**src/sv/fvdt_pkg.sv**
```systemverilog
package fvdt_pkg;

  localparam int TABLE_DEPTH = 256;
  localparam int INDEX_BITS  = 16;

  localparam int ADDR_W  = $clog2(TABLE_DEPTH);
  localparam int CNT_W   = $clog2(TABLE_DEPTH + 1);
  localparam int KEY_W   = 3 * INDEX_BITS;
  localparam int UID_W   = 8;
  localparam int TOTAL_W = 9;
  localparam int COUNT_W = 4;
  localparam int POS_W   = 4;
  localparam int NUM_W   = POS_W + 1;

  localparam logic [COUNT_W-1:0] TRI_CORNERS  = 4'd3;
  localparam logic [COUNT_W-1:0] QUAD_CORNERS = 4'd4;
  localparam logic [NUM_W-1:0]   THIRD_CORNER  = 5'd3;
  localparam logic [NUM_W-1:0]   FOURTH_CORNER = 5'd4;

  typedef enum logic [1:0] {
    ST_IDLE,
    ST_CHECK,
    ST_SCAN,
    ST_COMMIT
  } fvdt_state_t;

  typedef struct packed {
    logic accept;
    logic scan;
    logic commit;
  } fvdt_cmd_t;

  typedef struct packed {
    logic active;
    logic hit;
    logic miss;
    logic emit;
    logic out_busy;
  } fvdt_sts_t;

  function automatic logic [UID_W-1:0] to_uid(input logic [CNT_W-1:0] v);
    logic [31:0] wide;
    wide = 32'(v);
    return wide[UID_W-1:0];
  endfunction

  function automatic logic [TOTAL_W-1:0] to_total(input logic [CNT_W-1:0] v);
    logic [31:0] wide;
    wide = 32'(v);
    return wide[TOTAL_W-1:0];
  endfunction

endpackage

```
**src/sv/fvdt_ctrl.sv**
```systemverilog
module fvdt_ctrl (
  input  logic               clk,
  input  logic               rst_n,
  input  logic               in_valid,
  output logic               in_ready,
  input  fvdt_pkg::fvdt_sts_t sts,
  output fvdt_pkg::fvdt_cmd_t cmd
);
  import fvdt_pkg::*;

  fvdt_state_t state_r;
  fvdt_state_t state_nxt;

  always_ff @(posedge clk) begin
    if (!rst_n) begin
      state_r <= ST_IDLE;
    end else begin
      state_r <= state_nxt;
    end
  end

  always_comb begin
    state_nxt = state_r;
    cmd       = '0;
    in_ready  = 1'b0;
    case (state_r)
      ST_IDLE: begin
        in_ready = 1'b1;
        if (in_valid) begin
          cmd.accept = 1'b1;
          state_nxt  = ST_CHECK;
        end
      end
      ST_CHECK: begin
        state_nxt = sts.active ? ST_SCAN : ST_COMMIT;
      end
      ST_SCAN: begin
        cmd.scan = 1'b1;
        if (sts.hit || sts.miss) begin
          state_nxt = ST_COMMIT;
        end
      end
      ST_COMMIT: begin
        if (!(sts.emit && sts.out_busy)) begin
          cmd.commit = 1'b1;
          state_nxt  = ST_IDLE;
        end
      end
      default: begin
        state_nxt = ST_IDLE;
      end
    endcase
  end

endmodule

```
**config.mk**
```make
export PLATFORM = sky130hd
export DESIGN_NAME = fvdt_ctrl
export DESIGN_NICKNAME = d
export VERILOG_FILES = /design/src/sv/fvdt_pkg.sv /design/src/sv/fvdt_ctrl.sv
export SDC_FILE = /design/constraint.sdc
export NUM_CORES = 1
export LEC_CHECK = 0
export BUFFER_PORTS_ARGS = -buffer_cell sky130_fd_sc_hd__buf_2
export CELL_PAD_IN_SITES_DETAIL_PLACEMENT = 0
export CELL_PAD_IN_SITES_GLOBAL_PLACEMENT = 2
export CORE_AREA = 2 2 39 41
export CTS_CLUSTER_DIAMETER = 30
export CTS_CLUSTER_SIZE = 8
export DETAILED_ROUTE_END_ITERATION = 10
export DIE_AREA = 0 0 41 43
export GPL_TIMING_DRIVEN = 0
export PLACE_DENSITY_LB_ADDON = 0.1
export SYNTH_ARGS = -nofsm -noshare
export SYNTH_HDL_FRONTEND = slang
export SYNTH_SLANG_ARGS = --single-unit
```
**constraint.sdc**
```tcl
create_clock -name clk -period 1.7 [get_ports clk]
set_clock_uncertainty 0.05 [all_clocks]
set_input_delay 0.34 -clock clk [delete_from_list [all_inputs] [get_ports clk]]
set_output_delay 0.34 -clock clk [all_outputs]
set_load 0.02 [all_outputs]
```
==> impl_metrics.yaml, run 1 <==
clock_tree:
  clk_pin_slew_ns: 0.03
  cts_hold_buf: 0
  cts_tree: "built"
  cts.sinks: 2
  cts_buffer_depth: 2
  h-tree-depth: 1
  insertion_delay_ns: 0.22
  cts_root_buf: "clkbuf_4"
  cts_buffers: 3
yosys:
  synth_common_cells: "ha_1, nand2_1, dfxtp_1, inv_1, nand3_1"
  ys_seq_area_share_pct: 21.2
  netlist_area_sq_um: 189
  synth_xor_area_share_pct: 0
  synth_area_per_cell_sq_um: 8.59
  synthAdderAreaFrac_pct: 26.5
  synth.mux.area_fraction_pct: 5.30
  yosys.area_share.simple_pct: 25.8
  synth.largest_area_cell: "ha_1"
  synth_top_area_share_pct: 26.5
  synth_top_family_by_area: "adder cells"
  synth_cells: 22
  yosys_warnings: 0
  synth_nets: 34
  yosysUniqueCellTypes: 13
  synth_edf_count: 0
  synth_compound_area_share_pct: 17.2
  ys_top_cells_by_area: "ha_1, dfxtp_1, nand2_1"
  ys_ff_latch: 2
  synth_flop_cell: "dfxtp_1"
  async_reset_ff_share_pct: 0
global_route:
  antenna_found_initial: 0
  grt_max_degree: 7
  track_usage_pct: 6.41
  grt_pass1_vias: 171
  grt_overflow: 0
  grt_pass1_wl_um: 683
worst_hold_path:
  min_path_type: "primary input to register"
timing:
  setup_slack_ns: 0.0978
  timing.slew.headroom_pct: 88.2
  grt_setup_unrepaired: "false"
  fin_crit_sh_pct: 94.2
  final_hold_viol_count: 0
  max_clock_freq_mhz: 624
  tns_ns: 0
  tightestPinTransition_ns: 0.177
  finalSetupViolCount: 0
  fin_crit_ns: 1.60
  finalMaxSlewViolations: 0
critical_path:
  start_kind: "register"
  worst-setup-path-type: "register to output port"
  cp-end-kind: "output port"
  cp.arrival_ns: 1.21
  required_ns: 1.31
  path_max_fanout: 6
floorplanning:
  die-area_sq_um: 1760
  initial_utilization_pct: 13.7
  ios: 12
  die_h_um: 43
  die_x_um: 41
  coreArea_sq_um: 1380
  rows: 14
detailed_routing:
  drt-total-wl_um: 488
  wl_per_cell_um: 9.38
  drc_errors: 0
  wl_met1_um: 226
  routed-wl-met3_um: 60
  antenna_left: 0
  routed_via_density: 3.60
  vias: 187
  dr_wl_met2_um: 201
  drt_iter0_drc: 4
  highest_layer: "met3"
  first_pass_iters: 2
layout:
  area_growth_pct: 53.0
  top_regs: "state_r: 2 flops"
  largest_register_ff_count: 2
  finalNonFillerCells: 52
  drive_gt1_share_pct: 47.2
  regMostFlops: "state_r"
  num_antenna_cells: 0
  final_area_sq_um: 289
  fin_nets: 50
pwr:
  p_leak_uw: 0.000152
  p_per_area_nw_per_um2: 1400
  switching_share_pct: 41.5
  power_frac_comb_pct: 51.2
  p_switching_uw: 168
  p_int_uw: 237
  peakVddDrop_mv: 0.413
  clkPwrFrac_pct: 25.6
  pwr-share-seq_pct: 23.3
status:
  outcome: "finished clean"
placement:
  placed_cells: 49
  dp_hpwl_um: 392
  gp_congestion: 0.680
  place_ws_ns: 0.170
  placed_area_sq_um: 264
  portBuffers: 11
run:
  max-cap-violations: 0
cell families (layout without fill, tap and decap cells):
family                     count (synthesis)  after routing
DFF                                        2              2
buffers and inverters                      2             16
AOI/OAI and AO/OA                          4              4
muxes                                      1              1
adders and majority gates                  4              4
and+or+nand+nor                            9              9
worst max-delay path, stage by stage (launching register included):
cell,delay (ns)
dfxtp_2,0.37
inv_1,0.08
ha_1,0.25
and2_1,0.15
buf_2,0.15
layout by cell type (no fill, tap or decap), drive strengths merged:
master  synthesis  final
buf             0     11
ha              4      4
clkbuf          0      3
and2            1      1
or3b            1      1
inv             2      2
mux2i           1      1
dfxtp           2      2
nand3           2      2
a21boi          1      1
nand2           4      4
a31o            1      1
o311a           1      1
nand2b          1      1
o22ai           1      1
routing by layer:
metal | vias up | global-route usage, %
met2 | 10 | 8.44
met5 | - | 0
met3 | 0 | 3.14
li1 | 106 | -
met1 | 71 | 7.01
met4 | 0 | 6.00
final cells by class:
type / instances / area (sq um)
Fill cell: 162 / 1090
Multi-Input combinational cell: 18 / 141
Timing Repair Buffer: 11 / 55.1
Sequential cell: 2 / 42.5
Clock buffer: 3 / 22.5
Tap cell: 16 / 20.0
Inverter: 2 / 7.51
timing repair:
item                       in CTS  in global routing
setup buffers                   0                  0
setup endpoints to repair       1                  1
gates resized for setup         1                  1
hold endpoints to repair        0                  0
cloned                          0                  0
through the flow:
step	power, uW	hold slack [ns]	utilization [%]
6_report	406	0.324	20.9
4_1_cts	420	0.316	20.8
2_1_floorplan	238	0.421	-
3_5_place_dp	306	0.481	19.1
5_1_grt	447	0.324	20.9
3_3_place_gp	302	0.461	19.1
final timing paths:
path / slack [ns] / cells after the start / endpoint / startpoint
worst min register to register: 0.44 / 2 / state_r[1]$_SDFFE_PN0P_ / state_r[1]$_SDFFE_PN0P_
worst max-delay path: 0.1 / 4 / cmd[2] / state_r[0]$_SDFFE_PN0P_
worst max register to register: 0.23 / 5 / state_r[0]$_SDFFE_PN0P_ / state_r[0]$_SDFFE_PN0P_
worst min-delay path: 0.32 / 2 / state_r[0]$_SDFFE_PN0P_ / rst_n
power groups by stage:
stage	clock (uW)	combinational (uW)	sequential, uW
final	104	208	94.5
after global routing	117	230	99.7
after CTS	112	213	94.9
after detailed placement	0	212	93.4
after global placement	0	211	90.9
after floorplan	0	154	83.3
Note: power is estimated with default switching activity, not from simulation.
==> run 2: changes to the inputs <==
- CELL_PAD_IN_SITES_DETAIL_PLACEMENT: 0 -> default
- CELL_PAD_IN_SITES_GLOBAL_PLACEMENT: 2 -> default
- PLACE_DENSITY_LB_ADDON: 0.1 -> default
==> run 2 against run 1 <==
Effect of this change:
- core utilization down 0.090 points
- routed wire length down 11%
- total power down 2.9%
- die area did not move
==> impl_metrics.yaml, run 2 (synthesis results as in run 1) <==
worst_hold_path:
  min_from: "rst_n"
  min_path_type: "primary input to register"
  min_to: "state_r[0]$_SDFFE_PN0P_"
  min_path_cells: 2
status:
  outcome: "finished clean"
layout:
  fillers: 167
  mostFrequentLayoutCell: "buf_2"
  num_antenna_cells: 0
  top_regs: "state_r: 2 flops"
  final_area_sq_um: 288
  regMostFlops: "state_r"
  drive_gt1_share_pct: 44.4
  largest_register_ff_count: 2
  fin_util_pct: 20.8
  area_growth_pct: 52.3
  final_cell_mix: "buf_2, nand2_1, ha_1"
  finalNonFillerCells: 52
  fin_nets: 50
timing:
  max_clock_freq_mhz: 630
  final_hold_viol_count: 0
  grt_setup_unrepaired: "false"
  fin_crit_ns: 1.59
  tns_ns: 0
  finalMaxSlewViolations: 0
  tightestPinTransition_ns: 0.171
  timing.slew.headroom_pct: 88.6
  finalSetupViolCount: 0
  fin_crit_sh_pct: 93.4
critical_path:
  r2r_start: "state_r[0]$_SDFFE_PN0P_"
  required_ns: 1.31
  reg2reg_depth: 5
  cp.arrival_ns: 1.20
  cp_slowest_cell: "dfxtp_1"
  worst-setup-path-type: "register to output port"
  reg2reg_to: "state_r[0]$_SDFFE_PN0P_"
  path_max_fanout: 4
  path_buf_inv: 2
  cp-end-kind: "output port"
  worst-r2r-setup-slack_ns: 0.25
  cpLargestDelayFamily: "flip-flops"
  cpPeakStageDelay_ns: 0.37
  crit_path_cell_trace: "inv_1 -> ha_1 -> and2_1 -> buf_2"
  start_kind: "register"
floorplanning:
  die_x_um: 41
  die_h_um: 43
  initial_utilization_pct: 13.7
  ios: 12
  rows: 14
  coreArea_sq_um: 1380
  die-area_sq_um: 1760
clock_tree:
  cts_root_buf: "clkbuf_4"
  postCtsSetupRepairBufs: 0
  insertion_delay_ns: 0.22
  cts_tree: "built"
  clk_pin_slew_ns: 0.03
  cts_buffer_depth: 2
  cts_resized: 0
  h-tree-depth: 1
  cts.sinks: 2
  cts_hold_buf: 0
  cts_buffers: 3
global_route:
  antenna_found_initial: 0
  grt_pass1_wl_um: 703
  track_usage_pct: 6.51
  grt_overflow: 0
  grt_pass1_vias: 216
  grt_max_degree: 7
placement:
  dp_hpwl_um: 354
  placed_cells: 49
  portBuffers: 11
  placed_area_sq_um: 264
  gp_congestion: 0.587
pwr:
  peakVddDrop_mv: 0.241
  p_leak_uw: 0.000151
  p_per_area_nw_per_um2: 1370
detailed_routing:
  vias: 200
  drt_iter0_drc: 2
  routed_via_density: 3.85
  first_pass_iters: 4
  drc_errors: 0
  drt-total-wl_um: 433
  wl_per_cell_um: 8.33
  antenna_left: 0
run:
  max-cap-violations: 0
[run 2: changes by cell type in the layout (fill, tap and decap cells not counted)]
| cell | change |
|---|---|
| dfxtp_1 | +1 |
| dfxtp_2 | -1 |
[run 2: metrics by stage]
| stage | setup WS, ns | hold slack, ns | power, uW |
|---|---|---|---|
| after floorplan | 0.131 | 0.421 | 238 |
| after global placement | 0.225 | 0.447 | 288 |
| after detailed placement | 0.200 | 0.462 | 294 |
| after CTS | 0.0313 | 0.334 | 404 |
| after global routing | 0.0220 | 0.337 | 439 |
| final | 0.112 | 0.330 | 394 |
[run 2: routing by layer]
layer  up-vias  share of wire (%)  GRT usage (%)
met5         -                  0              0
met4         0                  0           8.00
met3         0                 11           3.14
met2         9                 54           10.6
met1        86                 34           4.14
li1        105                  -              -
[run 2: how the worst max path moves through the flow]
stage                            startpoint                 endpoint  slack [ns]  depth (start not counted)
floorplan           state_r[0]$_SDFFE_PN0P_  state_r[0]$_SDFFE_PN0P_        0.13                          5
global placement    state_r[0]$_SDFFE_PN0P_  state_r[0]$_SDFFE_PN0P_        0.22                          5
detailed placement  state_r[0]$_SDFFE_PN0P_  state_r[0]$_SDFFE_PN0P_        0.20                          5
CTS                 state_r[0]$_SDFFE_PN0P_                   cmd[2]        0.03                          4
global route        state_r[1]$_SDFFE_PN0P_                   cmd[2]        0.02                          4
finish              state_r[1]$_SDFFE_PN0P_                   cmd[2]        0.11                          4
[run 2: worst register-to-register path, delay by kind of cell, from the launching register on]
kind	cells	cell delay, ns
fa+ha+maj	1	0.15
flops	1	0.34
buf+inv	1	0.08
simple gates	1	0.39
compound gates	2	0.33
[run 2: area by class of cell]
cell class / instances / area, sq um / share of cell area (%)
multi-input cells: 18 / 141 / 49.1
clock buffers: 3 / 22.5 / 7.83
flip-flops and latches: 2 / 41.3 / 14.3
repair buffers: 11 / 55.1 / 19.1
well taps: 16 / 20.0 / 6.96
inverters: 2 / 7.51 / 2.61
[run 2: power breakdown]
part | leakage (uW) | internal, uW | switching, uW
registers | 0.0000168 | 67.4 | 23.1
logic | 0.000121 | 88.4 | 112
clock network | 0.0000138 | 77.8 | 25.4
